`src/hdl/trp_pkg.sv`:
```
// Shared types and constants for the trie root replacer.
// No dependencies; every other file in hdl/ imports this package.
`default_nettype none

package trp_pkg;

  // Default sizing of the node pool and the alphabet.
  localparam int NODES_DEF    = 1024;
  localparam int ALPHABET_DEF = 26;

  // Depth of the queue between the front and the back end (power of two).
  localparam int QUEUE_DEPTH = 4;

  // Input kind codes.
  localparam logic [1:0] KIND_DICT  = 2'd0;
  localparam logic [1:0] KIND_SENT  = 2'd1;
  localparam logic [1:0] KIND_SPACE = 2'd2;
  localparam logic [1:0] KIND_EOS   = 2'd3;

  // Symbol emitted for a space.
  localparam logic [4:0] SPACE_SYMBOL = 5'd26;

  // One input beat.
  typedef struct packed {
    logic [1:0] kind;
    logic [4:0] letter;
    logic       root_end;
  } trp_in_t;

  // One result beat.
  typedef struct packed {
    logic [4:0] symbol;
    logic       pool_overflowed;
  } trp_out_t;

  // Operation decoded by the front end.
  typedef enum logic [1:0] {
    OP_LOAD,
    OP_MATCH,
    OP_SPACE,
    OP_EOS
  } trp_op_t;

  // Queued command.
  typedef struct packed {
    trp_op_t    op;
    logic [4:0] letter;
    logic       root_end;
  } trp_cmd_t;

  // Head of the command queue as seen by the back end.
  typedef struct packed {
    logic     valid;
    trp_cmd_t cmd;
  } trp_head_t;

  // Matching mode of the current sentence word.
  typedef enum logic [1:0] {
    MM_MATCH,
    MM_ECHO,
    MM_SUPPRESS
  } trp_mode_t;

  // Back-end sequencer states.
  typedef enum logic [1:0] {
    BE_CLEAR,
    BE_READ,
    BE_EXEC
  } trp_be_state_t;

endpackage

`default_nettype wire

```
`src/hdl/trp_front.sv`:
```
// Front end of the trie root replacer: accepts input beats, decodes the kind
// into an operation and queues the commands. Depends on trp_pkg.
`default_nettype none

module trp_front (
  input  wire logic              clk,
  input  wire logic              rst_n,
  input  wire logic              in_valid,
  output logic                   in_ready,
  input  wire trp_pkg::trp_in_t  in_data,
  input  wire logic              accept_en,
  output trp_pkg::trp_head_t     head,
  input  wire logic              head_pop
);
  import trp_pkg::*;

  localparam int PW = $clog2(QUEUE_DEPTH);

  trp_cmd_t         q_r [QUEUE_DEPTH];
  logic [PW-1:0]    wr_ptr_r, wr_ptr_nxt;
  logic [PW-1:0]    rd_ptr_r, rd_ptr_nxt;
  logic [PW:0]      count_r, count_nxt;
  trp_cmd_t         cmd_in;
  logic             push;

  // Decode the input kind into a back-end operation.
  always_comb begin
    cmd_in.letter   = in_data.letter;
    cmd_in.root_end = in_data.root_end;
    unique case (in_data.kind)
      KIND_DICT:  cmd_in.op = OP_LOAD;
      KIND_SENT:  cmd_in.op = OP_MATCH;
      KIND_SPACE: cmd_in.op = OP_SPACE;
      KIND_EOS:   cmd_in.op = OP_EOS;
      default:    cmd_in.op = OP_EOS;
    endcase
  end

  // Accept while there is room and the back end is not clearing its memory.
  assign in_ready = accept_en && (count_r != (PW+1)'(QUEUE_DEPTH));
  assign push     = in_valid && in_ready;

  // Queue pointers and fill level.
  always_comb begin
    wr_ptr_nxt = push ? wr_ptr_r + 1'b1 : wr_ptr_r;
    rd_ptr_nxt = head_pop ? rd_ptr_r + 1'b1 : rd_ptr_r;
    count_nxt  = count_r + (PW+1)'(push) - (PW+1)'(head_pop);
  end

  always_ff @(posedge clk) begin
    if (!rst_n) begin
      wr_ptr_r <= '0;
      rd_ptr_r <= '0;
      count_r  <= '0;
    end else begin
      wr_ptr_r <= wr_ptr_nxt;
      rd_ptr_r <= rd_ptr_nxt;
      count_r  <= count_nxt;
    end
  end

  // Queue storage holds payload only.
  always_ff @(posedge clk) begin
    if (push) begin
      q_r[wr_ptr_r] <= cmd_in;
    end
  end

  assign head.valid = (count_r != '0);
  assign head.cmd   = q_r[rd_ptr_r];

endmodule

`default_nettype wire

```
`config.mk`:
```
export PLATFORM = sky130hd
export DESIGN_NAME = trp_front
export DESIGN_NICKNAME = d
export VERILOG_FILES = /design/src/hdl/trp_pkg.sv /design/src/hdl/trp_front.sv
export SDC_FILE = /design/constraint.sdc
export NUM_CORES = 1
export LEC_CHECK = 0
export BUFFER_PORTS_ARGS = -buffer_cell sky130_fd_sc_hd__buf_4
export CAP_MARGIN = 20
export CORE_UTILIZATION = 55
export DETAILED_ROUTE_END_ITERATION = 8
export GPL_ROUTABILITY_DRIVEN = 0
export PLACE_DENSITY = 0.77
export REMOVE_ABC_BUFFERS = 1
export SLEW_MARGIN = 20
export SYNTH_ARGS = -nofsm -noshare
export SYNTH_HDL_FRONTEND = slang
export SYNTH_SLANG_ARGS = --single-unit
export TNS_END_PERCENT = 10
```
`constraint.sdc`:
```
create_clock -name clk -period 2.4 [get_ports clk]
set_input_delay 0.24 -clock clk [delete_from_list [all_inputs] [get_ports clk]]
set_output_delay 0.24 -clock clk [all_outputs]
set_load 0.02 [all_outputs]
```
==> results of run 1 <==
## logic make-up after synthesis
kind of cell,count (synthesis),synth area share
adders and majority gates,7,0.0580
xor gates and xnor gates,4,0.0214
muxes,10,0.122
and+or+nand+nor,18,0.0580
AOI/OAI and AO/OA,2,0.0145
buffers and inverters,11,0.0305
DFF,41,0.696
## worst reg2reg max path, stage by stage (launching register included)
cell and delay (ns):
dfxtp_1 0.39, nor2_1 0.10, a21oi_4 0.23, inv_1 0.07, ha_1 0.27, inv_1 0.04
ha_1 0.18, fa_1 0.37, xor2_1 0.16, xnor2_1 0.13, and2_1 0.16
## cell usage in the layout, fill, tap and decap left out, drive strengths merged, types with 2 or more instances in the layout
cell type | synthesis | routed
and2 | 10 | 10
buf | 1 | 22
clkbuf | 4 | 7
dfxtp | 9 | 9
edfxtp | 32 | 32
ha | 6 | 6
inv | 6 | 7
mux2i | 2 | 2
mux4 | 8 | 8
nand2 | 6 | 6
xnor2 | 2 | 2
xor2 | 2 | 2
## sequential cells by signal, summed over array words and instances, names as in the netlist, named ones only
| signal | count |
|---|---|
| count_r | 3 |
| q_r | 32 |
| rd_ptr_r | 2 |
| wr_ptr_r | 2 |
## synthesized netlist by cell type
cell	number	area share
fa_1	1	0.012
mux4_2	8	0.11
xnor2_1	2	0.011
mux2i_1	2	0.012
inv_1	6	0.014
edfxtp_1	32	0.59
a21boi_0	1	0.0046
clkbuf_2	1	0.0030
and2_1	10	0.038
xor2_1	2	0.011
nor2_1	1	0.0023
buf_6	1	0.0069
nand2_1	6	0.014
a21oi_4	1	0.0099
or3_1	1	0.0038
ha_1	6	0.046
dfxtp_1	9	0.11
clkbuf_1	3	0.0069
## power by group through the flow
stage	clock network [W]	registers, W	logic (W)
floorplan	0	0.000861	0.000180
global placement	0	0.000869	0.000266
detailed placement	0	0.000871	0.000276
CTS	0.000434	0.000856	0.000276
global route	0.000455	0.000860	0.000296
finish	0.000420	0.000854	0.000273
## worst max path at each step
| stage | startpoint | to | slack [ns] |
|---|---|---|---|
| global route | count_r[1] | count_r[2] | 0.13 |
| floorplan | count_r[1] | count_r[2] | 0.34 |
| finish | count_r[1] | count_r[2] | 0.21 |
| detailed placement | count_r[1] | count_r[2] | 0.20 |
| CTS | count_r[1] | count_r[2] | 0.20 |
| global placement | count_r[1] | count_r[2] | 0.29 |
## per-layer routing
layer	global-route usage	wire, µm	part of all wire
met5	0	0	0
met4	0.118	63	0.027
met3	0.0553	125	0.053
met2	0.276	1230	0.53
met1	0.185	921	0.39
## metrics by stage
stage / setup WS (ns) / hold WS, ns
2_1_floorplan: 0.341 / 0.339
3_3_place_gp: 0.287 / 0.439
3_5_place_dp: 0.200 / 0.446
4_1_cts: 0.197 / 0.0770
5_1_grt: 0.131 / 0.0676
6_report: 0.211 / 0.0919
## layout make-up
class	count	area share
sequential	41	0.601
multi-input combinational	41	0.236
timing repair buffer	22	0.0870
clock inverter	1	0.00329
inverter	6	0.0119
tap	31	0.0204
clock buffer	7	0.0402
==> flow_summary.json, run 1 <==
{
  "outcome": "completed",
  "ctsResizeCount": 0,
  "finish.instance_area_um2": 1900,
  "die_width_um": 56.6,
  "switching_share": 0.251,
  "cts-root-buf": "clkbuf_4",
  "ir_drop_mv": 0.670,
  "grt_pass1_vias": 755,
  "worstPathRequired_ns": 2.65,
  "start_util": 0.590,
  "p_seq_frac": 0.552,
  "place_inst": 141,
  "syn-cell-area_um2": 1640,
  "r2r-end": "count_r[2]",
  "slew_viol_final": 0,
  "fin_worst_skew_ns": 0.00594,
  "via_per_inst": 5.20,
  "regArea_um2": 1140,
  "min_path_cells": 1,
  "cp.depth": 10,
  "power.switching_w": 0.000388,
  "total_power_w": 0.00155,
  "postCtsHoldBufs": 0,
  "yosys_warnings": 0,
  "cp_slowest_cell": "dfxtp_1",
  "drt_iter0_markers": 19,
  "period_needed_ns": 2.19,
  "syn_to_final_growth_pct": 15.8,
  "die_h_um": 56.6,
  "clockBufferDepth": 2,
  "rr_startpoint": "count_r[1]",
  "postSynthCellCount": 93,
  "core_um2": 2780,
  "rsz0062_at_grt": "false",
  "setup_violations": 0,
  "diodes": 0,
  "io_pins": 23,
  "placed_cell_area_um2": 1820,
  "grt_max_degree": 14,
  "worst_pin_slew_ns": 0.568,
  "nNetsFinal": 137,
  "die-area_um2": 3200,
  "worstPathCellList": "nor2_1 > a21oi_4 > inv_1 > ha_1 > inv_1 > ha_1 > fa_1 > xor2_1 > xnor2_1 > and2_1",
  "grtUsageTotal": 0.169,
  "vias": 775,
  "ys_seq_area_frac": 0.696,
  "num_rows": 19,
  "portBuffers": 22,
  "arrival_ns": 2.44,
  "p_per_area_nw_per_um2": 815,
  "drive_above_1_share": 0.331,
  "syn_area_per_cell_um2": 17.6,
  "holdPathEnd": "q_r[1][2]",
  "grt_pass1_wl_mm": 3.68,
  "ff2ff_setup_slack_ns": 0.21,
  "final_cells": 149,
  "path_class": "flip-flop to flip-flop",
  "numCtsBuffers": 5,
  "cts_tree": "built",
  "hold_path.startpoint": "in_data[2]",
  "path_max_fanout": 7,
  "hp-class": "input port to flip-flop",
  "cpLargestDelayFamily": "adder cells",
  "grt_antenna_before_repair": 0,
  "htree_levels": 2,
  "clkPwrFrac": 0.271,
  "drc": 0,
  "cp-end-kind": "flip-flop",
  "fmax_mhz": 457,
  "period_share": 0.912,
  "overflow": 0,
  "synth-seq-cells": 41,
  "cpPeakStageDelay_ns": 0.39,
  "pwr-share-comb": 0.177,
  "r2r_cells": 10,
  "hold_viol_final": 0,
  "worst-path-buf-inv": 2,
  "p_int_w": 0.00116,
  "postLayoutCoreUtil": 0.683,
  "multi_input_area_um2": 449,
  "ant_nets": 0,
  "avgRoutedWirePerCell_um": 15.7,
  "cap_violations": 0,
  "fill_cells": 192,
  "fin_setup_tns_ns": 0,
  "leakagePower_nw": 0.702,
  "postCtsSetupBuffers": 0,
  "clkSlewWorstSetupHoldPaths_ns": 0.12,
  "drt-total-wl_mm": 2.34,
  "crit_path_start_kind": "flip-flop",
  "dr.pass1.iters": 4,
  "cts.sinks": 41,
  "insertion_delay_ns": 0.34,
  "relSlewSlack": 0.621,
  "netlist-cell-type-count": 18
}
No activity file was read; power rests on OpenSTA's default activity.
==> run 2, diff against run 1 <==
--- a/config.mk
+++ b/config.mk
@@ -8,6 +8,7 @@
 export BUFFER_PORTS_ARGS = -buffer_cell sky130_fd_sc_hd__buf_4
 export CAP_MARGIN = 20
 export CORE_UTILIZATION = 55
+export CTS_BUF_LIST = sky130_fd_sc_hd__clkbuf_16
 export DETAILED_ROUTE_END_ITERATION = 8
 export GPL_ROUTABILITY_DRIVEN = 0
 export PLACE_DENSITY = 0.77
==> flow_summary.json, run 2 (same netlist as run 1, synthesis figures left out) <==
{
  "grt_antenna_before_repair": 0,
  "hold_slack_ns": 0.157,
  "ctsResizeCount": 0,
  "relSlewSlack": 0.633,
  "vias": 789,
  "ant_nets": 0,
  "arrival_ns": 2.35,
  "clockBufferDepth": 2,
  "largest_reg_flops": 32,
  "drt-total-wl_mm": 2.35,
  "path_max_fanout": 7,
  "worstPathRequired_ns": 2.58,
  "outcome": "completed",
  "start_util": 0.590,
  "period_needed_ns": 2.17,
  "syn_to_final_growth_pct": 20.5,
  "avgRoutedWirePerCell_um": 15.8,
  "htree_levels": 2,
  "portBuffers": 22,
  "period_share": 0.904,
  "diodes": 0,
  "clkSlewWorstSetupHoldPaths_ns": 0.06,
  "setup_violations": 0,
  "dr.pass1.iters": 4,
  "grt_pass1_wl_mm": 3.68,
  "final_cells": 149,
  "die_h_um": 56.6,
  "cts_tree": "built",
  "overflow": 0,
  "mostFrequentLayoutCells": "32 x edfxtp_1, 22 x buf_4, 10 x and2_1, 9 x dfxtp_1, 8 x mux4_2",
  "slew_viol_final": 0,
  "postCtsSetupBuffers": 0,
  "cap_violations": 0,
  "crit_path_start_kind": "flip-flop",
  "drt_iter0_markers": 23,
  "via_per_inst": 5.30,
  "grt_max_degree": 14,
  "largest-register": "q_r",
  "drc": 0,
  "total_power_w": 0.00182,
  "finish.instance_area_um2": 1980,
  "final_common_cell": "edfxtp_1",
  "rsz0062_at_grt": "false",
  "hold_viol_final": 0,
  "path_class": "flip-flop to flip-flop",
  "worst_pin_slew_ns": 0.550,
  "postCtsHoldBufs": 0,
  "cts-root-buf": "clkbuf_16",
  "fin_worst_skew_ns": 0.00557,
  "nNetsFinal": 137,
  "num_rows": 19,
  "leakagePower_nw": 0.735,
  "grt_pass1_vias": 738,
  "drive_above_1_share": 0.322,
  "fin_setup_tns_ns": 0,
  "die_width_um": 56.6,
  "cp-end-kind": "flip-flop",
  "core_um2": 2780,
  "p_per_area_nw_per_um2": 922,
  "ir_drop_mv": 0.834,
  "placed_cell_area_um2": 1820,
  "io_pins": 23,
  "die-area_um2": 3200,
  "hp-class": "input port to flip-flop",
  "insertion_delay_ns": 0.28,
  "biggestRegsByFlops": "q_r x32, count_r x3",
  "fmax_mhz": 461,
  "cts.sinks": 41,
  "grtUsageTotal": 0.169,
  "numCtsBuffers": 5,
  "place_inst": 141
}
==> run 2: cell count changes in the layout (fill, tap and decap cells not counted), sizes merged <==
cell,before,now
clkbuf,7,6
clkinv,0,1
==> run 2: metal layers <==
layer / part of all wire / GRT usage / vias up / wire, µm
met1: 0.40 / 0.187 / 379 / 951
met3: 0.063 / 0.0760 / 4 / 148
met5: 0 / 0 / - / 0
met4: 0.015 / 0.0976 / 0 / 36
met2: 0.52 / 0.267 / 23 / 1210
li1: - / - / 383 / -
==> run 2: critical path, stage by stage, from the launching register on <==
cell and delay, ns:
dfxtp_1 0.37, nor2_1 0.10, a21oi_4 0.23, inv_1 0.07, ha_1 0.27, inv_1 0.04, ha_1 0.19, fa_1 0.37
xor2_1 0.16, xnor2_1 0.12, and2_1 0.15
==> run 2: path summary, 6_finish.rpt <==
kind | to | cells past startpoint | start | slack, ns
min | q_r[2][2] | 1 | in_data[2] | 0.16
min reg2reg | wr_ptr_r[0] | 2 | wr_ptr_r[0] | 0.50
max | count_r[2] | 10 | count_r[1] | 0.23
max reg2reg | count_r[2] | 10 | count_r[1] | 0.23
==> run 2: report_power, final <==
group | leakage [nW] | switching [W] | internal [W]
logic | 0.290 | 0.000133 | 0.000139
registers | 0.365 | 0.0000401 | 0.000815
clock network | 0.0800 | 0.000252 | 0.000445
==> run 2: final cells by class <==
class / count / area [µm²]
flip-flops and latches: 41 / 1140
fillers: 176 / 805
multi-input cells: 41 / 449
repair buffers: 22 / 165
clock buffers: 6 / 150
well taps: 31 / 38.8
inverters: 6 / 22.5
clock inverters: 2 / 10.0
==> run 2: metrics by stage <==
step / setup slack (ns) / util
after floorplan: 0.341 / -
after global placement: 0.287 / 0.653
after detailed placement: 0.200 / 0.653
after CTS: 0.222 / 0.711
after global routing: 0.150 / 0.711
final: 0.230 / 0.711
